## src/hdl/pprd_pkg.sv

```systemverilog
// ----------------------------------------------------------------------------
// pprd_pkg
// Types, constants and width helpers shared by the ray direction pipeline.
// ----------------------------------------------------------------------------
package pprd_pkg;

  // default parameter values
  localparam int COORD_BITS_DEF    = 12;
  localparam int SUBPIXEL_BITS_DEF = 8;
  localparam int COMP_BITS_DEF     = 16;

  // configuration register widths
  localparam int CFG_DATA_W = 48;
  localparam int CFG_IDX_W  = 3;
  localparam int BASIS_W    = 48;
  localparam int VD_W       = 24;
  localparam int PS_W       = 16;
  localparam int RES_W      = 12;

  typedef enum logic [CFG_IDX_W-1:0] {
    REG_BASIS_U,
    REG_BASIS_V,
    REG_BASIS_W,
    REG_VIEW_DIST,
    REG_PIXEL_SIZE,
    REG_HORIZ_RES,
    REG_VERT_RES
  } cfg_reg_t;

  // reset values
  localparam logic [BASIS_W-1:0] BASIS_U_RST   = 48'd16384;
  localparam logic [BASIS_W-1:0] BASIS_V_RST   = 48'd1073741824;
  localparam logic [BASIS_W-1:0] BASIS_W_RST   = 48'd70368744177664;
  localparam logic [VD_W-1:0]    VIEW_DIST_RST = 24'd128000;
  localparam logic [PS_W-1:0]    PIXEL_SIZE_RST = 16'd256;
  localparam logic [RES_W-1:0]   HORIZ_RES_RST = 12'd640;
  localparam logic [RES_W-1:0]   VERT_RES_RST  = 12'd480;

  // the largest normalized magnitude sits in [2^29, 2^30)
  localparam int NORM_MSB   = 29;
  localparam int MN_W       = NORM_MSB + 1;
  localparam int SQ_W       = 2 * MN_W;
  localparam int SUM_W      = SQ_W + 2;
  localparam int SQRT_STEPS = SUM_W / 2;
  localparam int LEN_W      = SQRT_STEPS;

  // control bits traveling with each transaction
  typedef struct packed {
    logic       valid;
    logic       degen;
    logic [2:0] neg;
  } ctl_t;

  // width of the raw direction components (wraps modulo 2^64 beyond that)
  function automatic int mag_width(int coord_bits, int sub_bits, int comp_bits);
    int cb;
    int a_w;
    int p_w;
    int w1;
    int w2;
    int c_w;
    cb  = (coord_bits > RES_W) ? coord_bits : RES_W;
    a_w = cb + sub_bits + 2;
    p_w = a_w + PS_W + 1;
    w1  = p_w + comp_bits + 1;
    w2  = VD_W + 1 + comp_bits + sub_bits;
    c_w = ((w1 > w2) ? w1 : w2) + 1;
    return (c_w > 64) ? 64 : c_w;
  endfunction

endpackage

```

## src/hdl/pprd_sqrt.sv

```systemverilog
// ----------------------------------------------------------------------------
// pprd_sqrt
// Pipelined integer square root, one result bit per stage.
// ----------------------------------------------------------------------------
module pprd_sqrt (
  input  logic                       clk,
  input  logic                       rst,
  input  logic                       en,
  input  pprd_pkg::ctl_t             ctl_i,
  input  logic [pprd_pkg::MN_W-1:0]  mn_i [3],
  input  logic [pprd_pkg::SUM_W-1:0] sum_i,
  output pprd_pkg::ctl_t             ctl_o,
  output logic [pprd_pkg::MN_W-1:0]  mn_o [3],
  output logic [pprd_pkg::LEN_W-1:0] len_o
);
  import pprd_pkg::*;

  localparam int ACC_W = SUM_W + 1;

  ctl_t             cs [SQRT_STEPS+1];
  logic [MN_W-1:0]  ms [SQRT_STEPS+1][3];
  logic [ACC_W-1:0] xs [SQRT_STEPS+1];
  logic [ACC_W-1:0] rs [SQRT_STEPS+1];

  assign cs[0] = ctl_i;
  assign ms[0] = mn_i;
  assign xs[0] = ACC_W'(sum_i);
  assign rs[0] = '0;

  for (genvar i = 0; i < SQRT_STEPS; i++) begin : g_step
    localparam logic [ACC_W-1:0] BIT = ACC_W'(1) << (SUM_W - 2 - 2*i);
    logic [ACC_W-1:0] t;

    assign t = rs[i] + BIT;

    // one root bit: subtract the trial value when it fits
    always_ff @(posedge clk) begin
      if (en) begin
        cs[i+1].degen <= cs[i].degen;
        cs[i+1].neg   <= cs[i].neg;
        ms[i+1]       <= ms[i];
        if (xs[i] >= t) begin
          xs[i+1] <= xs[i] - t;
          rs[i+1] <= (rs[i] >> 1) + BIT;
        end else begin
          xs[i+1] <= xs[i];
          rs[i+1] <= rs[i] >> 1;
        end
      end
      if (rst) begin
        cs[i+1].valid <= 1'b0;
      end else if (en) begin
        cs[i+1].valid <= cs[i].valid;
      end
    end
  end

  assign ctl_o = cs[SQRT_STEPS];
  assign mn_o  = ms[SQRT_STEPS];
  assign len_o = LEN_W'(rs[SQRT_STEPS]);

endmodule

```

## config.mk

```make
export PLATFORM = sky130hd
export DESIGN_NAME = pprd_sqrt
export DESIGN_NICKNAME = d
export VERILOG_FILES = /design/src/hdl/pprd_pkg.sv /design/src/hdl/pprd_sqrt.sv
export SDC_FILE = /design/constraint.sdc
export NUM_CORES = 2
export LEC_CHECK = 0
export BUFFER_PORTS_ARGS = -buffer_cell sky130_fd_sc_hd__buf_2
export CAP_MARGIN = 20
export CORE_MARGIN = 5
export CORE_UTILIZATION = 55
export CTS_BUF_LIST = sky130_fd_sc_hd__clkbuf_16
export DETAILED_ROUTE_END_ITERATION = 8
export HOLD_SLACK_MARGIN = 0.03
export PLACE_DENSITY_LB_ADDON = 0.1
export SLEW_MARGIN = 20
export SYNTH_ARGS = -nofsm -noshare
export SYNTH_HDL_FRONTEND = slang
export SYNTH_SLANG_ARGS = --single-unit
```

## constraint.sdc

```tcl
create_clock -name clk -period 5.2 [get_ports clk]
set_clock_uncertainty 0.15 [all_clocks]
set_input_delay 0 -clock clk [delete_from_list [all_inputs] [get_ports clk]]
set_output_delay 0 -clock clk [all_outputs]
set_load 0.01 [all_outputs]
```

==> flow_metrics.tcl <==
set metrics [dict create \
    ctsResizeCount 0 \
    crit_start "xs[390]" \
    grt_pass1_vias 104900 \
    slew_headroom 0.2055 \
    crit_slowest_cell "o31ai_1" \
    drt-total-wl_um 377700 \
    synth.avg_cell_area_um2 16.77 \
    clock_latency_ns 1.00 \
    drc 0 \
    required_ns 5.75 \
    p_sw_uw 25260 \
    rows 223 \
    drive_gt1_frac 0.1017 \
    yosysMostFrequentCell "edfxtp_1" \
    worst_ep_arrival_time_ns 5.05 \
    path_max_fanout 5 \
    pwr-share-comb 0.116 \
    max_stage_delay_ns 0.64 \
    cts_tree "yes" \
    fillers 25860 \
    power_frac_seq 0.523 \
    p_per_area_nw_per_um2 444.7 \
    grt_pass1_wl_um 593800 \
    vias_per_cell 5.531 \
    gp_congestion 0.9274 \
    ys_ff_latch 5331 \
    final_core_util 0.6326 \
    cp_cell_sequence "ha_1 -> nor2b_1 -> o31ai_1 -> a211oi_1 -> nor3_1 -> a31oi_1 -> a31o_2 -> nor4b_1 -> nand2_1 -> nor3_1 -> xor2_1" \
    async_flop_share 0 \
    hpwl_um 258300 \
    fin_crit_sh 0.8650 \
    hold_path_class "in2reg" \
    worst-slew-pin-transition_ns 1.181 \
    antenna_found_initial 12 \
    groute.usage.overall 0.1971 \
    finalSetupViolCount 0 \
    endpoint_kind "register" \
    seqCellArea_um2 159800 \
    design.core.area_um2 368300 \
    swShare 0.2438 \
    syn-num-nets 12790 \
    crit_type "reg2reg" \
    ys.flop_type "edfxtp_1" \
    power.leakage_uw 0.08442 \
    cpMostUsedCell "nor3_1" \
    critPathCapture "xs[377]" \
    cts_root_buffer "clkbuf_16" \
    dieArea_um2 381300 \
    die_w_um 617.5 \
    antenna_left 0 \
    outcome "finished clean" \
    hold_buffers 424 \
    rsz0062_at_grt "false" \
    min_period_ns 4.498 \
    wire_per_inst_um 20.34 \
    drv_cap 0 \
    clockBufferDepth 4 \
    port-buffer-count 285 \
    dr.pass1.iters 8 \
    regToRegSetupSlack_ns 0.70 \
    synth_edf_count 5300 \
    max_freq_mhz 222.3 \
    timing.rr.start "xs[390]" \
    p_int_uw 78340 \
    start_util 0.5512 \
    worstSetupStartpointType "register" \
    grt_overflow 0 \
    clk_pin_slew_ns 0.06 \
    fin_setup_tns_ns 0 \
    netlist.area_leader.share 0.7840 \
    hold_viol 0 \
    vias 102700 \
    cts.sinks 5331 \
    yosys_warnings 0 \
    maxSlewViolCount 0 \
    cts_max_level 6 \
    synthTopCellsByArea "edfxtp_1 (78%), ha_1 (3.2%), xnor2_1 (1.9%)" \
    ys_seq_area_frac 0.7870 \
    cts_setup_buffers 0 \
    multiInputGateArea_um2 39570 \
    reg2reg_to "xs[377]" \
    clkPwrFrac 0.361 \
    areaGrowthSynthToFinish_pct 14.76 \
    postSynthCellCount 12110 \
    drtIter0Drc 8363 \
    layout.nets 13990 \
    io-pin-count 286 \
    grt_max_degree 184 \
    die_h_um 617.5 \
    yosysTopAreaCell "edfxtp_1" \
    rr_worst_depth 11 \
    synthTopCellsByCount "edfxtp_1 (5300), inv_1 (661), nor2_1 (609)" \
    synth_cell_types 89 \
    ir_worst_vdd_v 0.0003473 \
    synth_area_um2 203000 \
    cts_buffers 544 \
]
[layout make-up]
type,count,share of cell area
flip-flops and latches,5331,0.6858
repair buffers,909,0.03267
clock buffers,551,0.05918
clock inverters,421,0.01579
diodes,4,0.00004296
multi-input cells,5855,0.1699
well taps,4837,0.02598
inverters,663,0.01068
[stage by stage]
| stage | power (uW) | cells | hold slack, ns | cell area, um2 | worst slack (ns) |
|---|---|---|---|---|---|
| 6_report | 103600 | 18570 | 0.1323 | 233000 | 0.7022 |
| 5_1_grt | 108300 | 18570 | 0.09263 | 233000 | 0.4277 |
| 4_1_cts | 104700 | 18570 | 0.03017 | 233000 | 0.7329 |
| 3_5_place_dp | 66710 | 17170 | 0.02810 | 211200 | 0.7538 |
| 3_3_place_gp | 66330 | 17170 | 0.02621 | 211200 | 0.7603 |
| 2_1_floorplan | 62020 | 12110 | -0.07762 | 203000 | 1.286 |
[kinds of logic (layout without fill, tap and decap cells)]
family                     Yosys count  after routing  synth area share
DFF                               5331           5331            0.7870
buffers and inverters              921           2544           0.01883
and+or+nand+nor                   2697           2697           0.06864
xor gates and xnor gates           851            851           0.03675
AOI/OAI and AO/OA                 1657           1657           0.04970
muxes                              125            125          0.006681
other                                0              4                 0
adders and majority gates          525            525           0.03236
[critical path, delay by kind of cell, from the launching register on]
| family | cells | cell delay, ns |
|---|---|---|
| XOR/XNOR | 1 | 0.10 |
| adder cells (fa/ha/maj) | 1 | 0.37 |
| flip-flops | 1 | 0.39 |
| AND/OR/NAND/NOR | 5 | 1.84 |
| AO/OA/AOI/OAI | 4 | 1.40 |
[placed cells by master, fill, tap and decap left out, types with 108 or more instances in the layout]
| cell type | instances |
|---|---|
| edfxtp_1 | 5300 |
| inv_1 | 762 |
| nor2_1 | 607 |
| nand2_1 | 588 |
| a21oi_1 | 552 |
| clkbuf_16 | 551 |
| ha_1 | 525 |
| o21ai_0 | 438 |
| xnor2_1 | 437 |
| dlygate4sd3_1 | 424 |
| xor2_1 | 413 |
| nor4_1 | 343 |
| buf_2 | 284 |
| nor3_1 | 230 |
| a21o_1 | 210 |
| buf_4 | 166 |
| nand3_1 | 146 |
| clkinv_1 | 142 |
| nand4_1 | 139 |
| nand2b_1 | 108 |
[state kept, by name, summed over array words and instances (netlist names)]
| name | count |
|---|---|
| ctl_o | 5 |
| len_o | 31 |
| rs | 465 |
| mn_o | 90 |
| xs | 1890 |
| cs | 150 |
| ms | 2700 |
[per-layer routing]
metal,up-vias,routed length (um),global-route usage
li1,48680,-,-
met1,50570,157500,0.2604
met2,2647,188800,0.3376
met3,815,17520,0.02640
met4,2,13870,0.07112
met5,-,13,0
[power groups by stage]
stage / combinational, uW / sequential, uW / clock, uW
global placement: 11400 / 54900 / 0
global route: 13300 / 54500 / 40500
finish: 12000 / 54200 / 37400
CTS: 12000 / 54200 / 38500
floorplan: 8060 / 54000 / 0
detailed placement: 11600 / 55100 / 0
[how the worst min path moves through the flow]
stage,slack [ns],to,start,cells past startpoint
floorplan,-0.08,ctl_o[4],rst,1
global placement,0.03,ms[2703],mn_i[3],1
detailed placement,0.03,ms[2786],mn_i[86],1
CTS,0.03,xs[1945],sum_i[55],3
global route,0.09,ms[2702],mn_i[2],3
finish,0.13,xs[1938],sum_i[48],3
(Power assumes the default switching activity.)
